[config.mk]
export PLATFORM = sky130hd
export DESIGN_NAME = banked_register_psr_unit
export DESIGN_NICKNAME = d
export VERILOG_FILES = /design/src/rtl/brpsr_pkg.sv /design/src/rtl/banked_register_psr_unit.sv
export VERILOG_INCLUDE_DIRS = /design/src /design/src/rtl
export SDC_FILE = /design/constraint.sdc
export NUM_CORES = 2
export LEC_CHECK = 0
export ABC_AREA = 1
export BUFFER_PORTS_ARGS = -buffer_cell sky130_fd_sc_hd__buf_2
export CELL_PAD_IN_SITES_DETAIL_PLACEMENT = 2
export CELL_PAD_IN_SITES_GLOBAL_PLACEMENT = 2
export CORE_UTILIZATION = 37
export DETAILED_ROUTE_END_ITERATION = 6
export PLACE_DENSITY = 0.85
export SYNTH_ARGS = -nofsm -noshare
export SYNTH_HDL_FRONTEND = slang
export SYNTH_SLANG_ARGS = --single-unit
[constraint.sdc]
create_clock -name clk -period 3.9 [get_ports clk]
set_clock_uncertainty 0.05 [all_clocks]
set_input_delay 0.78 -clock clk [delete_from_list [all_inputs] [get_ports clk]]
set_output_delay 0.78 -clock clk [all_outputs]
set_load 0.05 [all_outputs]
[src/rtl/assert_macros.svh]
// Assertion helpers shared by the RTL; every use expects clk and rst in scope.
`ifndef ASSERT_MACROS_SVH
`define ASSERT_MACROS_SVH

// Same-cycle implication.
`define CHECK_IMPLY(label, cond, prop, msg) \
  label: assert property (@(posedge clk) disable iff (rst) (cond) |-> (prop)) \
    else $error(msg);

// Next-cycle implication.
`define CHECK_NEXT(label, cond, prop, msg) \
  label: assert property (@(posedge clk) disable iff (rst) (cond) |=> (prop)) \
    else $error(msg);

`endif

[src/rtl/brpsr_pkg.sv]
package brpsr_pkg;

  typedef logic [31:0] word_t;

  // Operation codes carried on the input tuser
  localparam logic [1:0] OP_READ  = 2'd0;
  localparam logic [1:0] OP_WRITE = 2'd1;
  localparam logic [1:0] OP_MRS   = 2'd2;
  localparam logic [1:0] OP_MSR   = 2'd3;

  // Mode field encodings
  localparam logic [4:0] MODE_USER       = 5'h10;
  localparam logic [4:0] MODE_FIQ        = 5'h11;
  localparam logic [4:0] MODE_IRQ        = 5'h12;
  localparam logic [4:0] MODE_SUPERVISOR = 5'h13;
  localparam logic [4:0] MODE_ABT        = 5'h17;
  localparam logic [4:0] MODE_UND        = 5'h1B;
  localparam logic [4:0] MODE_SYS        = 5'h1F;

  localparam word_t MASK_USER    = 32'hF80F_0200;
  localparam word_t MASK_PRIV    = 32'hF90F_03FF;
  localparam word_t STATUS_RESET = 32'h0000_0013;

  // Mode classes
  localparam logic [2:0] KIND_USER    = 3'd0;
  localparam logic [2:0] KIND_FIQ     = 3'd1;
  localparam logic [2:0] KIND_IRQ     = 3'd2;
  localparam logic [2:0] KIND_SVC     = 3'd3;
  localparam logic [2:0] KIND_ABT     = 3'd4;
  localparam logic [2:0] KIND_UND     = 3'd5;
  localparam logic [2:0] KIND_UNKNOWN = 3'd6;

  // Saved-word selection
  localparam logic [2:0] SEL_FIQ  = 3'd0;
  localparam logic [2:0] SEL_SVC  = 3'd2;
  localparam logic [2:0] SEL_NONE = 3'd5;

  localparam int LOW_REGS    = 8;
  localparam int HIGH_REGS   = 7;
  localparam int SAVED_WORDS = 5;
  localparam int PRIV_PAIRS  = 4;
  localparam int SHARED_HIGH = 5;

  typedef struct packed {
    logic [1:0] op;
    logic [3:0] reg_index;
    word_t      value;
    logic       use_saved;
    logic [3:0] field_mask;
  } item_t;

  function automatic logic [2:0] mode_kind(input logic [4:0] m);
    logic [2:0] k;
    unique case (m)
      MODE_USER, MODE_SYS: k = KIND_USER;
      MODE_FIQ:            k = KIND_FIQ;
      MODE_IRQ:            k = KIND_IRQ;
      MODE_SUPERVISOR:     k = KIND_SVC;
      MODE_ABT:            k = KIND_ABT;
      MODE_UND:            k = KIND_UND;
      default:             k = KIND_UNKNOWN;
    endcase
    return k;
  endfunction

endpackage

[src/rtl/banked_register_psr_unit.sv]
// Channel  | Dir | Beat contents
// ---------+-----+-----------------------------------------------------------
// s_axis   | in  | tuser: operation; tdata: reg_index, value, use_saved, mask
// m_axis   | out | tdata: read_data; tuser: no_saved_word
//
// One beat in, one beat out. Each operation passes through an input register
// and then the result register before its result is on m_axis, and one
// operation is taken every cycle while the output is not stalled.
// All state updates (registers, banks, status words) land at the edge that
// moves the beat from the input register to the result register.
// Reset (rst, synchronous) clears every register and bank, puts the status
// word at supervisor mode and selects the supervisor saved word.
// A stall on m_axis holds the result register and the input register; the
// input side keeps taking beats while the input register is empty.
`include "assert_macros.svh"

module banked_register_psr_unit (
  input  logic        clk,
  input  logic        rst,
  input  logic        s_axis_tvalid,
  output logic        s_axis_tready,
  // [3:0] reg_index, [35:4] value, [36] use_saved, [40:37] field_mask, [47:41] zero
  input  logic [47:0] s_axis_tdata,
  // [1:0] operation
  input  logic [1:0]  s_axis_tuser,
  output logic        m_axis_tvalid,
  input  logic        m_axis_tready,
  // [31:0] read_data
  output logic [31:0] m_axis_tdata,
  // [0] no_saved_word
  output logic [0:0]  m_axis_tuser
);
  import brpsr_pkg::*;

  // Pipeline control
  logic  in_valid;
  item_t item;
  logic  advance;
  logic  fire;

  // Architectural state
  word_t      low_regs    [LOW_REGS];
  word_t      high_regs   [HIGH_REGS];
  word_t      user_bank   [HIGH_REGS];
  word_t      fiq_bank    [HIGH_REGS];
  word_t      priv_bank   [2*PRIV_PAIRS];
  word_t      saved_words [SAVED_WORDS];
  word_t      status;
  logic [2:0] sel;

  word_t      low_regs_next    [LOW_REGS];
  word_t      high_regs_next   [HIGH_REGS];
  word_t      user_bank_next   [HIGH_REGS];
  word_t      fiq_bank_next    [HIGH_REGS];
  word_t      priv_bank_next   [2*PRIV_PAIRS];
  word_t      saved_words_next [SAVED_WORDS];
  word_t      status_next;
  logic [2:0] sel_next;

  // Per-operation values
  logic [2:0] kind_cur;
  logic [2:0] kind_new;
  logic       have_saved;
  word_t      saved_rd;
  word_t      reg_rd;
  word_t      wmask;
  word_t      msr_status;
  logic       mode_change;
  word_t      rd;
  logic       none;
  logic       wr_en;
  word_t      wr_data;

  // Output register
  word_t out_data;
  logic  out_none;

  assign advance       = !m_axis_tvalid || m_axis_tready;
  assign fire          = in_valid && advance;
  assign s_axis_tready = !in_valid || advance;

  assign m_axis_tdata    = out_data;
  assign m_axis_tuser[0] = out_none;

  assign kind_cur   = mode_kind(status[4:0]);
  assign have_saved = sel < SEL_NONE;

  always_comb begin
    saved_rd = '0;
    for (int i = 0; i < SAVED_WORDS; i++) begin
      if (sel == 3'(i)) saved_rd = saved_words[i];
    end
  end

  // Register read port: R0-R7 low, R8-R14 current high, R15 reads zero
  always_comb begin
    if (!item.reg_index[3]) begin
      reg_rd = low_regs[item.reg_index[2:0]];
    end else if (item.reg_index != 4'hF) begin
      reg_rd = high_regs[item.reg_index[2:0]];
    end else begin
      reg_rd = '0;
    end
  end

  // Status write mask narrowed by the byte-lane enables
  always_comb begin
    wmask = (status[4:0] == MODE_USER) ? MASK_USER : MASK_PRIV;
    wmask = wmask & {{8{item.field_mask[3]}}, {8{item.field_mask[2]}},
                     {8{item.field_mask[1]}}, {8{item.field_mask[0]}}};
  end

  assign msr_status  = (item.value & wmask) | (status & ~wmask);
  assign kind_new    = mode_kind(msr_status[4:0]);
  assign mode_change = (item.op == OP_MSR) && !item.use_saved &&
                       (msr_status[4:0] != status[4:0]);

  // Result and register write of this operation
  always_comb begin
    rd      = '0;
    none    = 1'b0;
    wr_en   = 1'b0;
    wr_data = item.value;
    unique case (item.op)
      OP_READ: begin
        rd = reg_rd;
      end
      OP_WRITE: begin
        wr_en = 1'b1;
      end
      OP_MRS: begin
        if (item.use_saved) begin
          rd   = have_saved ? saved_rd : '0;
          none = !have_saved;
        end else begin
          rd = status;
        end
        wr_en   = 1'b1;
        wr_data = rd;
      end
      OP_MSR: begin
        none = item.use_saved && !have_saved;
      end
      default: ;
    endcase
  end

  // Next state: register writes, status writes and the bank swap on a mode change
  always_comb begin
    low_regs_next    = low_regs;
    high_regs_next   = high_regs;
    user_bank_next   = user_bank;
    fiq_bank_next    = fiq_bank;
    priv_bank_next   = priv_bank;
    saved_words_next = saved_words;
    status_next      = status;
    sel_next         = sel;

    if (wr_en) begin
      if (!item.reg_index[3]) begin
        low_regs_next[item.reg_index[2:0]] = wr_data;
      end else if (item.reg_index != 4'hF) begin
        high_regs_next[item.reg_index[2:0]] = wr_data;
      end
    end

    if (item.op == OP_MSR) begin
      if (item.use_saved) begin
        for (int i = 0; i < SAVED_WORDS; i++) begin
          if (have_saved && sel == 3'(i)) begin
            saved_words_next[i] = (saved_rd & ~wmask) | (item.value & wmask);
          end
        end
      end else begin
        status_next = msr_status;
      end
    end

    if (mode_change) begin
      // Store the outgoing mode's banked registers
      if (kind_cur == KIND_USER) begin
        user_bank_next = high_regs;
      end else if (kind_cur == KIND_FIQ) begin
        fiq_bank_next = high_regs;
      end else if (kind_cur != KIND_UNKNOWN) begin
        for (int i = 0; i < SHARED_HIGH; i++) user_bank_next[i] = high_regs[i];
        for (int p = 0; p < PRIV_PAIRS; p++) begin
          if (kind_cur == 3'(p + 2)) begin
            priv_bank_next[2*p]     = high_regs[SHARED_HIGH];
            priv_bank_next[2*p + 1] = high_regs[SHARED_HIGH + 1];
          end
        end
      end
      // Load the incoming mode's banked registers from the stored copies
      if (kind_new == KIND_USER) begin
        high_regs_next = user_bank_next;
        sel_next       = SEL_NONE;
      end else if (kind_new == KIND_FIQ) begin
        high_regs_next = fiq_bank_next;
        sel_next       = SEL_FIQ;
      end else if (kind_new != KIND_UNKNOWN) begin
        for (int i = 0; i < SHARED_HIGH; i++) high_regs_next[i] = user_bank_next[i];
        for (int p = 0; p < PRIV_PAIRS; p++) begin
          if (kind_new == 3'(p + 2)) begin
            high_regs_next[SHARED_HIGH]     = priv_bank_next[2*p];
            high_regs_next[SHARED_HIGH + 1] = priv_bank_next[2*p + 1];
          end
        end
        sel_next = kind_new - 3'd1;
      end
    end
  end

  // Input register: take a beat whenever the stage is free or moving on
  always_ff @(posedge clk) begin
    if (rst) begin
      in_valid <= 1'b0;
    end else if (s_axis_tready) begin
      in_valid <= s_axis_tvalid;
    end
    if (s_axis_tvalid && s_axis_tready) begin
      item.op         <= s_axis_tuser;
      item.reg_index  <= s_axis_tdata[3:0];
      item.value      <= s_axis_tdata[35:4];
      item.use_saved  <= s_axis_tdata[36];
      item.field_mask <= s_axis_tdata[40:37];
    end
  end

  // Result register: hold while the consumer stalls
  always_ff @(posedge clk) begin
    if (rst) begin
      m_axis_tvalid <= 1'b0;
    end else if (fire) begin
      m_axis_tvalid <= 1'b1;
    end else if (m_axis_tready) begin
      m_axis_tvalid <= 1'b0;
    end
    if (fire) begin
      out_data <= rd;
      out_none <= none;
    end
  end

  // Architectural state: commit as the beat moves into the result register
  always_ff @(posedge clk) begin
    if (rst) begin
      for (int i = 0; i < LOW_REGS; i++) low_regs[i] <= '0;
      for (int i = 0; i < HIGH_REGS; i++) begin
        high_regs[i] <= '0;
        user_bank[i] <= '0;
        fiq_bank[i]  <= '0;
      end
      for (int i = 0; i < 2*PRIV_PAIRS; i++) priv_bank[i] <= '0;
      for (int i = 0; i < SAVED_WORDS; i++) saved_words[i] <= '0;
      status <= STATUS_RESET;
      sel    <= SEL_SVC;
    end else if (fire) begin
      low_regs    <= low_regs_next;
      high_regs   <= high_regs_next;
      user_bank   <= user_bank_next;
      fiq_bank    <= fiq_bank_next;
      priv_bank   <= priv_bank_next;
      saved_words <= saved_words_next;
      status      <= status_next;
      sel         <= sel_next;
    end
  end

  `CHECK_IMPLY(a_user_no_saved, kind_cur == KIND_USER, sel == SEL_NONE, "user mode selects a saved word")
  `CHECK_IMPLY(a_fiq_saved_sel, kind_cur == KIND_FIQ, sel == SEL_FIQ, "FIQ mode selects wrong saved word")
  `CHECK_IMPLY(a_none_reads_zero, m_axis_tvalid && m_axis_tuser[0], m_axis_tdata == '0, "missing saved word with nonzero data")
  `CHECK_NEXT(a_fire_gives_result, fire, m_axis_tvalid, "processed beat produced no result")
  `CHECK_IMPLY(a_stall_cause, !s_axis_tready, in_valid && m_axis_tvalid && !m_axis_tready, "input stalled without output stall")

endmodule
==> impl_metrics.toml <==
[outcome]
status = "finished with violations"
violations = "DRC, capacitance limit, slew limit, setup timing"

[clock_tree]
cts_tree = "done"
cts_hold_buf = 0
cts-buffers-inserted = 170
clock-sinks = 1445
h-tree-depth = 4
path_clk_slew_ns = 0.07
clockBufferDepth = 3
clk-insertion-delay-late_ns = 0.94
root_buffer = "clkbuf_16"

[grt]
grt_pass1_vias = 96600
grt_start_max_net_pins = 177
grt-busiest-layer = "met2"
grt_overflow = 0
met2_usage_pct = 65.4
grt_antenna_before_repair = 84
track_usage_pct = 41.4
grt_pass1_wl_microns = 642000
use_met1_pct = 45.8
grt_util_met3_pct = 11.3

[yosys]
synthArstFlopShare_pct = 0
synthTopCellsByArea = "dfxtp_1 37%, nand2_1 12%, o21ai_0 12%"
synthesis.area_sq_um = 75000
synth_nets = 11100
synth_edf_count = 76
synth-main-ff-cell = "dfxtp_1"
ys_ff_latch = 1445
ys_seq_area_share_pct = 39.6
yosysUniqueCellTypes = 47
synth_warnings = 0
avgSynthCellArea_sq_um = 6.82
synth_largest_area_cell = "dfxtp_1"
synth_cells = 11000
synth_top_area_share_pct = 36.6

[placed_design]
port_buffers = 81
routabilityCongestion = 0.892
dpl.hpwl_microns = 231000
dpl_worst_slack_ns = -0.0193
placed_area_sq_um = 78700

[timing]
slew_headroom_pct = -16.8
finalWorstSetupSlack_ns = -0.846
drv_slew = 2
setup_viol = 269
worstMarginPinSlew_ns = 1.74
fmax_mhz = 211
setup_tns_ns = -46.12
period_share_pct = 122
period_needed_ns = 4.75
hold_violations = 0

[drt]
drt-vias-per-instance = 6.75
wl_per_cell_microns = 35.5
num_vias = 91500
finalWirelength_microns = 481000
drt_iter0_markers = 10900
ant_nets = 0
first_pass_iters = 7
drc = 2

[power_and_ir_drop]
power_density_nw_per_um2 = 468
ir_worst_vdd_mv = 0.599
total_power_mw = 39.8
cellLeakagePower_nw = 35.6

[floorplanning]
start_util_pct = 37.4
ios = 89
core_sq_um = 200000
die_y_microns = 452
dieArea_sq_um = 204000
die_w_microns = 452
row_count = 164

[worst_hold_path]
hold_path.class = "in2reg"

[critical_path]
cp-startpoint = "item[42]"
r2r_slack_ns = -0.85
critPathCapture = "high_regs[57]"
critPathMaxFanout = 11
r2r_start = "item[42]"
critPathKind = "reg2reg"
end_kind = "flip-flop"
cp.required_ns = 4.62
arrival_ns = 5.46
reg2reg_to = "high_regs[57]"
cp-start-kind = "flip-flop"
rr_worst_depth = 18

[final_layout]
final_area_sq_um = 85000
drive_above_1_share_pct = 9.69
area.growth.synth_to_final_pct = 13.4
layout_commonest_cell = "nand2_1"
mostFrequentLayoutCells = "2,382 x nand2_1, 1,799 x o21ai_0, 1,368 x dfxtp_1"
utilization_pct = 42.4
fin_nets = 10800

[job]
drv_cap = 1
[layer usage]
layer | share of wire (%) | up-vias
met4 | 11 | 71
li1 | - | 36000
met2 | 43 | 6854
met1 | 34 | 45500
met3 | 12 | 3173
met5 | 0.13 | -
[kinds of logic (layout without fill, tap and decap cells)]
group           count (synthesis)  count (layout)  share of synthesized area (%)
simple gates                 3956            3956                           21.1
compound gates               3428            3428                           26.7
buf+inv                      2038            1898                           10.9
flops                        1445            1445                           39.6
mux                           122             122                           1.63
fa+ha+maj                       5               5                         0.0834
other cells                     0              49                              0
[layout make-up]
class | count | area, sq um
Clock inverter | 52 | 579
Multi-Input combinational cell | 7511 | 37500
Clock buffer | 263 | 5060
Timing Repair Buffer | 433 | 4370
Tap cell | 2656 | 3320
Antenna cell | 49 | 123
Inverter | 1150 | 4360
Sequential cell | 1445 | 29700
Fill cell | 22900 | 115000
[synthesized netlist by cell type (all sizes together) (3+ instances only)]
master / instances
nand2: 2414
o21ai: 1825
o2111ai: 10
buf: 293
a221oi: 37
edfxtp: 76
o41ai: 25
o22ai: 216
inv: 1143
mux2i: 122
nand3: 499
a21oi: 836
nor3: 6
o211ai: 91
nand3b: 3
o31ai: 4
a22o: 4
nor4: 5
clkinv: 7
ha: 5
dfxtp: 1369
a31oi: 36
a211oi: 306
o221ai: 34
nand4: 52
or2: 22
clkbuf: 594
nor2: 955
[where the power goes]
group	switching [mW]	total (mW)	internal, mW
registers	0.483	15.8	15.3
clock network	8.03	17.5	9.48
logic	4.97	6.52	1.55
[worst max-delay path, stage by stage (launching register included)]
cell	delay [ns]
edfxtp_1	0.49
inv_1	0.10
ha_1	0.44
nand2_1	0.43
nor2_4	0.39
buf_4	0.30
nand3_1	0.87
nand2_1	0.40
nand2_1	0.10
nand2_1	0.11
nand2_1	0.10
nand3_1	0.10
nand2_1	0.07
nand2_1	0.07
nand2_1	0.16
nand2_1	0.23
nand2_1	0.07
nand2_1	0.06
a21oi_1	0.06
[through the flow]
| step | std cells | hold WS, ns |
|---|---|---|
| after global placement | 13200 | 0.356 |
| final | 13600 | 0.00346 |
| after detailed placement | 13200 | 0.362 |
| after floorplan | 11000 | 0.349 |
| after global routing | 13500 | 0.00655 |
| after CTS | 13500 | 0.00817 |
[timing repair]
action,4_1_cts,5_1_grt
setup endpoints to repair,192,246
pin swaps,2,7
cloned,3,3
resized for setup,15,38
buffers inserted,5,13
[how the worst min path moves through the flow]
stage / cells past startpoint / endpoint / start
3_3_place_gp: 2 / saved_words[150] / saved_words[150]
3_5_place_dp: 2 / saved_words[148] / saved_words[148]
5_1_grt: 1 / item[40] / s_axis_tdata[3]
4_1_cts: 1 / item[24] / s_axis_tdata[23]
6_report: 1 / item[13] / s_axis_tdata[12]
2_1_floorplan: 2 / saved_words[138] / saved_words[138]
[flip-flops by register name, indices dropped and copies added (netlist names), 3 cells and up, named ones only]
name / cells
low_regs: 256
priv_bank: 256
fiq_bank: 224
high_regs: 224
user_bank: 224
saved_words: 160
item: 43
m_axis_tdata: 32
status: 5
sel: 3
(Power assumes the default switching activity.)
